`config.mk`:
```
export PLATFORM = sky130hd
export DESIGN_NAME = spla_cell
export DESIGN_NICKNAME = d
export VERILOG_FILES = /design/src/rtl/spla_pkg.sv /design/src/rtl/spla_cell.sv
export SDC_FILE = /design/constraint.sdc
export NUM_CORES = 1
export LEC_CHECK = 0
export BUFFER_PORTS_ARGS = -buffer_cell sky130_fd_sc_hd__buf_2
export CORE_ASPECT_RATIO = 0.6
export CORE_MARGIN = 5
export CORE_UTILIZATION = 44
export DETAILED_ROUTE_END_ITERATION = 7
export PLACE_DENSITY = 0.75
export SYNTH_ARGS = -nofsm -noshare
export SYNTH_HDL_FRONTEND = slang
export SYNTH_SLANG_ARGS = --single-unit
```
`constraint.sdc`:
```
create_clock -name clk -period 2.8 [get_ports clk]
set_input_delay 0.14 -clock clk [delete_from_list [all_inputs] [get_ports clk]]
set_output_delay 0.14 -clock clk [all_outputs]
set_load 0.01 [all_outputs]
```
`src/rtl/spla_pkg.sv`:
```
`timescale 1ns / 1ps
// Shared types and constants of the surface pool allocator.
// No dependencies; every other file in rtl uses it.
package spla_pkg;

    localparam int DEF_MAX_SURFACES = 32;
    localparam int DEF_AGE_BITS     = 32;

    localparam int CFG_W  = 6;
    localparam int CMD_W  = 3;
    localparam int SIDX_W = 5;
    localparam int REF_W  = 4;

    localparam logic [REF_W-1:0] REF_MAX   = 4'd15;
    localparam logic [CFG_W-1:0] CFG_RESET = 6'd32;

    localparam logic [CMD_W-1:0] CMD_ALLOC   = 3'd0;
    localparam logic [CMD_W-1:0] CMD_RELEASE = 3'd1;
    localparam logic [CMD_W-1:0] CMD_HOLD    = 3'd2;
    localparam logic [CMD_W-1:0] CMD_FLUSH   = 3'd3;
    localparam logic [CMD_W-1:0] CMD_RESET   = 3'd4;

    typedef enum logic [2:0] {
        OP_NONE,
        OP_ALLOC,
        OP_RELEASE,
        OP_HOLD,
        OP_FLUSH,
        OP_CLEAR
    } cell_op_t;

endpackage

```
`src/rtl/spla_cell.sv`:
```
`timescale 1ns / 1ps
// One pool cell: reference count and age stamp of one surface, plus one stage
// of the search token that moves down the row. Depends on spla_pkg.
module spla_cell #(
    parameter int MAX_SURFACES = spla_pkg::DEF_MAX_SURFACES,
    parameter int AGE_BITS     = spla_pkg::DEF_AGE_BITS,
    parameter int INDEX        = 0
) (
    input  logic                            clk,
    input  logic                            rst_n,
    input  spla_pkg::cell_op_t              op,
    input  logic [$clog2(MAX_SURFACES)-1:0] target,
    input  logic [AGE_BITS-1:0]             wr_age,
    input  logic [$clog2(MAX_SURFACES+1)-1:0] count,
    input  logic                            free_found_in,
    input  logic [$clog2(MAX_SURFACES)-1:0] free_idx_in,
    input  logic [AGE_BITS-1:0]             free_age_in,
    input  logic [$clog2(MAX_SURFACES)-1:0] any_idx_in,
    input  logic [AGE_BITS-1:0]             any_age_in,
    output logic                            free_found_out,
    output logic [$clog2(MAX_SURFACES)-1:0] free_idx_out,
    output logic [AGE_BITS-1:0]             free_age_out,
    output logic [$clog2(MAX_SURFACES)-1:0] any_idx_out,
    output logic [AGE_BITS-1:0]             any_age_out
);

    localparam int IDX_W = $clog2(MAX_SURFACES);
    localparam int N_W   = $clog2(MAX_SURFACES + 1);
    localparam logic [IDX_W-1:0] MY_IDX = IDX_W'(INDEX);

    logic [spla_pkg::REF_W-1:0] ref_reg;
    logic [spla_pkg::REF_W-1:0] ref_next;
    logic [AGE_BITS-1:0]        age_reg;
    logic [AGE_BITS-1:0]        age_next;

    logic                       free_found_reg;
    logic                       free_found_next;
    logic [IDX_W-1:0]           free_idx_reg;
    logic [IDX_W-1:0]           free_idx_next;
    logic [AGE_BITS-1:0]        free_age_reg;
    logic [AGE_BITS-1:0]        free_age_next;
    logic [IDX_W-1:0]           any_idx_reg;
    logic [IDX_W-1:0]           any_idx_next;
    logic [AGE_BITS-1:0]        any_age_reg;
    logic [AGE_BITS-1:0]        any_age_next;

    logic active;
    logic hit;

    assign active = N_W'(INDEX) < count;
    assign hit    = (target == MY_IDX);

    always_comb
    begin
        ref_next = ref_reg;
        age_next = age_reg;
        unique case (op)
            spla_pkg::OP_ALLOC:
            begin
                if (hit)
                begin
                    ref_next = spla_pkg::REF_W'(1);
                    age_next = wr_age;
                end
            end
            spla_pkg::OP_RELEASE:
            begin
                if (hit && ref_reg != '0)
                    ref_next = ref_reg - spla_pkg::REF_W'(1);
            end
            spla_pkg::OP_HOLD:
            begin
                if (hit && ref_reg != spla_pkg::REF_MAX)
                    ref_next = ref_reg + spla_pkg::REF_W'(1);
            end
            spla_pkg::OP_FLUSH:
            begin
                if (active)
                    ref_next = '0;
            end
            spla_pkg::OP_CLEAR:
            begin
                ref_next = '0;
                age_next = '0;
            end
            default:
            begin
                ref_next = ref_reg;
            end
        endcase
    end

    always_comb
    begin
        free_found_next = free_found_in;
        free_idx_next   = free_idx_in;
        free_age_next   = free_age_in;
        any_idx_next    = any_idx_in;
        any_age_next    = any_age_in;
        if (active)
        begin
            if (ref_reg == '0 && (!free_found_in || age_reg < free_age_in))
            begin
                free_found_next = 1'b1;
                free_idx_next   = MY_IDX;
                free_age_next   = age_reg;
            end
            if (age_reg < any_age_in)
            begin
                any_idx_next = MY_IDX;
                any_age_next = age_reg;
            end
        end
    end

    always_ff @(posedge clk or negedge rst_n)
    begin
        if (!rst_n)
        begin
            ref_reg        <= '0;
            age_reg        <= '0;
            free_found_reg <= 1'b0;
        end
        else
        begin
            ref_reg        <= ref_next;
            age_reg        <= age_next;
            free_found_reg <= free_found_next;
        end
    end

    always_ff @(posedge clk)
    begin
        free_idx_reg <= free_idx_next;
        free_age_reg <= free_age_next;
        any_idx_reg  <= any_idx_next;
        any_age_reg  <= any_age_next;
    end

    assign free_found_out = free_found_reg;
    assign free_idx_out   = free_idx_reg;
    assign free_age_out   = free_age_reg;
    assign any_idx_out    = any_idx_reg;
    assign any_age_out    = any_age_reg;

endmodule

```
## Word-level counts from Yosys, hierarchy flattened

Index checks and enable logic that the tools add are counted.
W data, S select, Z words.

- Bits of input ports: 123
- Output and inout port bits: 75
- Register bits after elaboration: 111
- Word-level logic and storage cells: 51

- Add/sub/neg operators: 2
- Mux-type cells: 17
- Reduce and logical (&&, ||, !) cells: 12
- Magnitude comparators: 3
- Eq/ne operators: 10

Operator list:

| cell | number |
|---|---|
| $mux W32 | 5 |
| $lt A32 B32 Y1 | 2 |
| $pmux W32 S2 | 1 |
| $mux W5 | 4 |
| $pmux W4 S5 | 1 |
| $mux W4 | 4 |
| $ne A2 B2 Y1 const B | 4 |
| $eq A3 B2 Y1 const B | 2 |
| $eq A3 B3 Y1 const B | 2 |
| $lt A1 B6 Y1 const A | 1 |
| $logic_not A5 Y1 | 1 |
| $reduce_and A5 Y1 | 1 |
| $reduce_bool A5 Y1 | 1 |
| $add A4 B1 Y4 const B | 1 |
| $logic_not A4 Y1 | 1 |
| $ne A4 B4 Y1 const B | 1 |
| $reduce_bool A4 Y1 | 1 |
| $sub A4 B1 Y4 const B | 1 |
| $eq A3 B1 Y1 const B | 1 |
| $logic_and A1 B1 Y1 | 3 |
| $mux W1 | 2 |
| $reduce_and A2 Y1 | 1 |
| $reduce_bool A2 Y1 | 1 |
| $logic_not A1 Y1 | 1 |
| $logic_or A1 B1 Y1 | 1 |

## Longest topological paths before layout

Gate-level depths: netlist of the first run.

- Depth after elaboration: 5
- Depth in mapped cells: 10
- Mapped depth without buffers: 9

## Worst setup path before layout of the first run

No wires, ideal clock.

- Path type: flip-flop to flip-flop
- Start point: register age_reg[13]
- End point: register any_age_reg[10], in the netlist any_age_out[10]
- Library setup time: 121 ps
- Stages on the path, launching flop included: 9
- Slack: 165 ps
- Arrival time: 2,513 ps
- Data required time: 2,679 ps
- Buffers on the path: 1
- Period minus slack after synthesis: 2,635 ps
- Cell sequence: dfrtp_1 -> ha_1 -> and3_1 -> a221o_1 -> a221oi_1 -> a2111oi_2 -> nor3_4 -> buf_6 -> mux2_4

- Cells in the longest elaborated chain, start to end: 3

RTL lines:

| what | RTL line | RTL |
|---|---|---|
| from (decl) | spla_cell.sv:33 | `logic [AGE_BITS-1:0] age_reg;` |
| from (signal assigned) | spla_cell.sv:127 | `age_reg <= age_next;` |
| $lt A32 B32 Y1 | spla_cell.sv:108 | `if (age_reg < any_age_in)` |
| $mux W32 | spla_cell.sv:108 |  |
| $mux W32 | spla_cell.sv:100 | `if (active)` |
| net any_age_next[10] | spla_cell.sv:45 | `logic [AGE_BITS-1:0] any_age_next;` |
| to (signal assigned) | spla_cell.sv:137 | `any_age_reg <= any_age_next;` |
| to (decl) | spla_cell.sv:44 | `logic [AGE_BITS-1:0] any_age_reg;` |

The timed path passes the listed nets, and every way through them passes these cells.
A chain may end at the register's enable or synchronous reset.

## Worst setup path in the final report of the first run

- Start point: register age_reg[31]
- End point: register free_age_reg[31], in the netlist free_age_out[31]

- Cells in the longest elaborated chain, start to end: 5

RTL lines:

| what | RTL line | RTL |
|---|---|---|
| $lt A32 B32 Y1 | spla_cell.sv:102 | `if (ref_reg == '0 && (!free_found_in \|\| age_reg < free_age_in))` |
| $logic_or A1 B1 Y1 | spla_cell.sv:102 |  |
| $logic_and A1 B1 Y1 | spla_cell.sv:102 |  |
| $mux W32 (*) | spla_cell.sv:102 |  |
| $mux W32 (*) | spla_cell.sv:100 |  |
| net free_age_next[31] | spla_cell.sv:41 | `logic [AGE_BITS-1:0] free_age_next;` |
| to (signal assigned) | spla_cell.sv:135 | `free_age_reg <= free_age_next;` |
| to (decl) | spla_cell.sv:40 | `logic [AGE_BITS-1:0] free_age_reg;` |

The timed path passes the listed nets; every way through them passes the cells marked *.

==> results of run 1 <==
==> final cells by class <==
cell class / instances / area, sq um
clock buffer: 11 / 243
clock inverter: 5 / 57.6
fill: 1029 / 5040
inverter: 64 / 240
multi-input combinational: 299 / 2790
sequential: 111 / 2410
tap: 165 / 206
timing repair buffer: 211 / 1150
==> power groups by stage <==
stage,Sequential (W),Clock [W],Combinational [W]
2_1_floorplan,0.00194,0,0.000440
3_3_place_gp,0.00186,0,0.000939
3_5_place_dp,0.00186,0,0.000965
4_1_cts,0.00183,0.00133,0.000977
5_1_grt,0.00185,0.00140,0.00106
6_report,0.00183,0.00131,0.000975
==> what timing repair did <==
| item | in CTS | in global routing |
|---|---|---|
| resized for setup | 0 | 4 |
| setup endpoints to repair | 0 | 64 |
| hold buffers | 5 | 0 |
| endpoints found under the hold margin | 41 | 0 |
| setup buffers | 0 | 0 |
==> worst reg2reg max path, cell delays in order, from the launching register on <==
cell	delay (ps)
sky130_fd_sc_hd__dfrtp_1	440
sky130_fd_sc_hd__ha_1	340
sky130_fd_sc_hd__and4_1	260
sky130_fd_sc_hd__nand4_1	140
sky130_fd_sc_hd__nor3_1	100
sky130_fd_sc_hd__a221oi_2	260
sky130_fd_sc_hd__o211ai_1	220
sky130_fd_sc_hd__a2bb2oi_4	240
sky130_fd_sc_hd__buf_12	200
sky130_fd_sc_hd__mux2_2	370
==> how the worst max path moves through the flow <==
| stage | start | to | slack, ps |
|---|---|---|---|
| finish | age_reg[31] | free_age_out[31] | 110 |
| global route | age_reg[12] | any_age_out[16] | -30 |
| CTS | age_reg[14] | any_age_out[16] | 60 |
| detailed placement | age_reg[14] | any_age_out[16] | 90 |
| global placement | age_reg[12] | any_age_out[31] | 170 |
| floorplan | age_reg[13] | any_age_out[10] | 170 |
==> logic make-up (layout without fill, tap and decap cells) <==
family / Yosys count / in the layout / share of synthesized area [%]
flops: 111 / 111 / 43.9
compound gates: 90 / 90 / 12.2
simple gates: 77 / 77 / 7.63
buf+inv: 77 / 291 / 5.89
fa+ha+maj: 65 / 65 / 15.0
mux: 65 / 65 / 15.1
xor+xnor: 2 / 2 / 0.320
==> per-stage QoR <==
step                std cells  utilization (%)  hold WS (ps)
floorplan                 487                -          -156
global placement          845             55.4           331
detailed placement        845             55.4           334
CTS                       866             58.3          1.16
global route              866             58.5          2.91
finish                    866             58.5          12.8
==> routing by layer <==
metal  global-route usage, %  routed length [microns]  up-vias
met5                       0                       14        -
met3                    6.10                     1230        9
met4                    3.97                       82        4
li1                        -                        -     2141
met2                    33.5                     7040      165
met1                    28.0                     7140     2110
==> cells in the final DEF, fill, tap and decap left out, drive strengths merged, types with 2 or more instances in the layout <==
cell type    instances
dlygate4sd3          5
a221oi               2
and2                 3
a21o                 9
nand4                6
dfxtp               74
inv                 64
nor2                11
xor2                 2
a21oi               19
ha                  64
clkbuf              11
a221o                2
mux2                65
nor3                 4
nand3                8
clkinv               4
o21ai               12
nand2b               5
a211oi               6
nand2               17
nor4                 4
nor2b               14
dfrtp               37
a22o                32
buf                206
and4                 3
==> results.json, run 1 <==
{
  "synthesis.area_per_instance_sq_um": 11.2,
  "dp_slack_ps": 87.5,
  "rrSetupSlack_ps": 110,
  "antenna_cells": 0,
  "mappedNetlistNets": 675,
  "routed_via_density": 5.11,
  "worst_slew_pin_slew_ps": 1070,
  "drive_gt1_share_pct": 41.9,
  "report.final.setup_viol": 0,
  "layout.nets": 884,
  "clock_tree_from_tritoncts": "done",
  "path_class": "flop to flop",
  "grt_pass1_wl_microns": 24300,
  "timing.hold.worst.start": "wr_age[5]",
  "synth_top_cells_by_count": "sky130_fd_sc_hd__dfxtp_1 (74), sky130_fd_sc_hd__ha_1 (64), sky130_fd_sc_hd__inv_1 (64)",
  "warning_count_from_the_yosys_run": 0,
  "synth-seq-cells": 111,
  "floorplan.die.width_microns": 154,
  "hold_violations": 0,
  "min_delay_path_class": "primary input to flop",
  "die_y_microns": 96.4,
  "dp.final_hpwl_microns": 11900,
  "drt_first_pass_iters": 4,
  "power.share.combinational_pct": 23.7,
  "ioPinCount": 198,
  "ys_seq_area_share_pct": 43.9,
  "synth_largest_area_cell": "sky130_fd_sc_hd__dfxtp_1",
  "clkTransAtPathRegs_ps": 70,
  "powerDensity_nw_per_um2": 579,
  "critPathTopFamily": "compound AO/OA/AOI/OAI gates",
  "reg2reg_from": "age_reg[31]",
  "peak_ir_drop_on_the_vdd_network_mv": 0.309,
  "core_area_sq_um": 12100,
  "finalCriticalPeriod_ps": 2690,
  "critical_path_peak_fanout": 21,
  "achievable-frequency_mhz": 372,
  "arrival_ps": 2920,
  "tns_ps": 0,
  "worstSkewPairLatency_ps": 340,
  "timing_max_transition_violations_final": 0,
  "cts_htree_levels": 3,
  "yosys_most_used_dff": "sky130_fd_sc_hd__dfxtp_1",
  "fin_skew_ps": 6.95,
  "synth.top_cell.area_share_pct": 27.0,
  "cell_with_the_most_instances_after_synthesis": "sky130_fd_sc_hd__dfxtp_1",
  "status": "finished clean",
  "cts_inserted_buffers": 9,
  "maxSlewHeadroom_pct": 28.3,
  "initial_core_util_pct": 45.1,
  "post-layout-total-power_w": 0.00411,
  "sw_frac_of_total_pct": 27.5,
  "synth.lib_cells_used.distinct": 42,
  "io_buffer_count": 197,
  "gr-usage-all-layers_pct": 20.7,
  "floorplan.rows": 31,
  "floorplan.die_area_sq_um": 14900,
  "critical_path_cell_count": 9,
  "total_congestion_overflow": 0,
  "syn_area_sq_um": 5480,
  "slowest_delay_ps": 440,
  "antenna_found_initial": 2,
  "detailroute.via_count": 4429,
  "worst_setup_sp_type": "flop",
  "max_cap_viol_count": 0,
  "power_frac_seq_pct": 44.5,
  "detail_route.drc_violations": 0,
  "end_kind": "flop",
  "first_global_vias": 4762,
  "clock_power_share_pct": 31.8,
  "final_design_area_no_fill_sq_um": 7100,
  "power.internal_w": 0.00298,
  "drt-total-wl_microns": 15500,
  "min_period_over_period_pct": 96.1,
  "p_sw_w": 0.00113,
  "power.static_leakage_nw": 3.96,
  "netlist_top_cells_area": "sky130_fd_sc_hd__dfxtp_1 (27%), sky130_fd_sc_hd__dfrtp_1 (17%), sky130_fd_sc_hd__ha_1 (15%)",
  "regToRegEndpoint": "free_age_out[31]",
  "ant_nets": 0,
  "largest_net_degree_at_the_start_of_global_routing": 38,
  "placed_cell_area_sq_um": 6730,
  "growth_of_design_area_from_synthesis_to_finish_pct": 29.6,
  "asyncSetResetFlopFracSynth_pct": 33.3,
  "worstPathRequired_ps": 3030,
  "post_drt_wl_per_cell_microns": 17.9,
  "hold-path-cell-count": 2,
  "critical_path.cell_chain": "ha_1 > and4_1 > nand4_1 > nor3_1 > a221oi_2 > o211ai_1 > a2bb2oi_4 > buf_12 > mux2_2",
  "drt_first_iter_violations": 181,
  "syn_inst": 487,
  "synth_enable_flop_cells": 0,
  "cts_num_sinks": 111,
  "cp_buf_inv_count": 1,
  "worst-r2r-cell-count": 9,
  "setup_ws_ps": 109,
  "clockBufferDepth": 2,
  "cpMaxStageDelayCell": "sky130_fd_sc_hd__dfrtp_1",
  "place_congestion": 0.893,
  "holdPathEnd": "age_reg[5]",
  "clock_tree.root_cell": "sky130_fd_sc_hd__clkbuf_16"
}
No activity file was read; power rests on OpenSTA's default activity.
==> inputs of run 2 (changes only) <==
--- a/config.mk
+++ b/config.mk
@@ -10,7 +10,7 @@
 export CORE_MARGIN = 5
 export CORE_UTILIZATION = 44
 export DETAILED_ROUTE_END_ITERATION = 7
-export PLACE_DENSITY = 0.75
+export PLACE_DENSITY = 0.72
 export SYNTH_ARGS = -nofsm -noshare
 export SYNTH_HDL_FRONTEND = slang
 export SYNTH_SLANG_ARGS = --single-unit
==> constraint.sdc (replaced) <==
create_clock -name clk -period 3.15 [get_ports clk]
set_input_delay 0.1575 -clock clk [delete_from_list [all_inputs] [get_ports clk]]
set_output_delay 0.1575 -clock clk [all_outputs]
set_load 0.01 [all_outputs]
==> run 2 against run 1 <==
Net effect: flip-flop and latch count unchanged; worst setup slack improved by 200 ps; final cell count down 0.58%; core utilization down 0.90 points; design area down 1.5%; largest cell class unchanged; highest routed layer unchanged; hold slack better by 13 ps.
==> results.json, run 2 (same netlist as run 1, synthesis figures left out) <==
{
  "status": "finished clean",
  "die_y_microns": 96.4,
  "cts_num_sinks": 111,
  "growth_of_design_area_from_synthesis_to_finish_pct": 27.6,
  "peak_ir_drop_on_the_vdd_network_mv": 0.227,
  "layout.nets": 878,
  "floorplan.rows": 31,
  "drt-total-wl_microns": 15000,
  "io_buffer_count": 197,
  "cts_htree_levels": 3,
  "clock_tree_from_tritoncts": "done",
  "final_cells": 861,
  "drt_first_iter_violations": 234,
  "tns_ps": 0,
  "clkTransAtPathRegs_ps": 80,
  "powerDensity_nw_per_um2": 514,
  "ioPinCount": 198,
  "cts.repair.resized": 0,
  "startpoint": "age_reg[5]",
  "achievable-frequency_mhz": 352,
  "core_area_sq_um": 12100,
  "clockBufferDepth": 2,
  "arrival_ps": 3060,
  "fin_skew_ps": 14.9,
  "path_class": "flop to flop",
  "place_congestion": 0.826,
  "gr-usage-all-layers_pct": 19.8,
  "ant_nets": 0,
  "worstSkewPairLatency_ps": 340,
  "post_drt_wl_per_cell_microns": 17.4,
  "detailroute.via_count": 4414,
  "worstPathRequired_ps": 3370,
  "antenna_found_initial": 1,
  "timing_max_transition_violations_final": 0,
  "place_inst": 843,
  "cts_inserted_buffers": 9,
  "maxSlewHeadroom_pct": 29.7,
  "initial_core_util_pct": 45.1,
  "rrSetupSlack_ps": 310,
  "reg2reg_from": "age_reg[5]",
  "max_cap_viol_count": 0,
  "drt_first_pass_iters": 5,
  "layout.core_utilization_pct": 57.6,
  "floorplan.die_area_sq_um": 14900,
  "min_delay_path_class": "primary input to flop",
  "report.final.setup_viol": 0,
  "min_period_over_period_pct": 90.2,
  "end_kind": "flop",
  "power.static_leakage_nw": 3.90,
  "hold_violations": 0,
  "worst-r2r-cell-count": 10,
  "layout_commonest_cell": "sky130_fd_sc_hd__buf_2",
  "grt_setup_unrepaired": "false",
  "critical_path_peak_fanout": 16,
  "worst_slew_pin_slew_ps": 1050,
  "first_global_vias": 4647,
  "detail_route.drc_violations": 0,
  "grt_pass1_wl_microns": 23400,
  "total_congestion_overflow": 0,
  "regToRegEndpoint": "free_age_out[14]",
  "routed_via_density": 5.13,
  "critical_path.endpoint": "free_age_out[14]",
  "floorplan.die.width_microns": 154,
  "drive_gt1_share_pct": 41.6,
  "fin_hold_ws_ps": 25.5,
  "postCtsSetupRepairBufs": 0,
  "clock_tree.root_cell": "sky130_fd_sc_hd__clkbuf_16",
  "dp.final_hpwl_microns": 11800,
  "layout.cells.most_common_list": "sky130_fd_sc_hd__buf_2 (197), sky130_fd_sc_hd__dfxtp_1 (74), sky130_fd_sc_hd__inv_1 (64), sky130_fd_sc_hd__ha_1 (64), sky130_fd_sc_hd__mux2_2 (40)",
  "cts-hold-fix-buffers": 1,
  "finalCriticalPeriod_ps": 2840,
  "worst_setup_sp_type": "flop",
  "largest_net_degree_at_the_start_of_global_routing": 38
}
==> run 2: cell count changes in the layout (fill, tap and decap cells not counted), moves of 2 or more <==
cell	previous run	this run
sky130_fd_sc_hd__a221oi_2	2	0
sky130_fd_sc_hd__clkinvlp_4	0	2
sky130_fd_sc_hd__clkinv_2	2	0
sky130_fd_sc_hd__a221oi_1	0	2
sky130_fd_sc_hd__buf_12	4	1
sky130_fd_sc_hd__dlygate4sd3_1	5	1
==> run 2: cell type report <==
cell class | count | area (sq um)
Inverter | 64 | 240
Tap cell | 165 | 206
Clock buffer | 10 | 229
Timing Repair Buffer | 205 | 1060
Antenna cell | 1 | 2.50
Clock inverter | 6 | 71.3
Sequential cell | 111 | 2410
Fill cell | 1014 | 5150
Multi-Input combinational cell | 299 | 2770
==> run 2: worst min path at each step <==
stage | from | end | slack [ps] | cells after the start
after global routing | wr_age[1] | age_reg[1] | 20 | 2
after global placement | rst_n | age_reg[17] | 360 | 1
final | wr_age[1] | age_reg[1] | 30 | 2
after detailed placement | rst_n | age_reg[17] | 360 | 1
after floorplan | rst_n | age_reg[0] | -140 | 0
after CTS | wr_age[1] | age_reg[1] | 10 | 2
==> run 2: metal layers <==
| metal | vias up | wire (microns) | track usage [%] |
|---|---|---|---|
| li1 | 2137 | - | - |
| met1 | 2081 | 7010 | 27.6 |
| met2 | 176 | 6720 | 31.5 |
| met3 | 18 | 1110 | 5.25 |
| met4 | 2 | 128 | 4.19 |
| met5 | - | 13 | 0 |
==> run 2: where the power goes <==
part           total [W]  internal (W)  switching [W]
logic           0.000817      0.000411       0.000407
clock network    0.00115      0.000624       0.000524
registers        0.00162       0.00156      0.0000602
total            0.00359       0.00260       0.000991
==> run 2: metrics by stage <==
stage | setup slack [ps] | total power [W] | cell area [sq um]
3_3_place_gp | 314 | 0.00245 | 6680
4_1_cts | 270 | 0.00363 | 6990
5_1_grt | 69.3 | 0.00376 | 6990
2_1_floorplan | 515 | 0.00211 | 5480
3_5_place_dp | 290 | 0.00247 | 6680
6_report | 310 | 0.00359 | 6990
==> run 2: critical path, cell delays in order, from the launching register on <==
cell and delay [ps]:
sky130_fd_sc_hd__dfrtp_1 440, sky130_fd_sc_hd__ha_1 320, sky130_fd_sc_hd__a211oi_1 260, sky130_fd_sc_hd__nor2_1 80
sky130_fd_sc_hd__nor2_1 140, sky130_fd_sc_hd__a211oi_1 110, sky130_fd_sc_hd__nor4_1 390, sky130_fd_sc_hd__buf_4 190
sky130_fd_sc_hd__a2bb2oi_4 130, sky130_fd_sc_hd__buf_4 270, sky130_fd_sc_hd__mux2_2 380
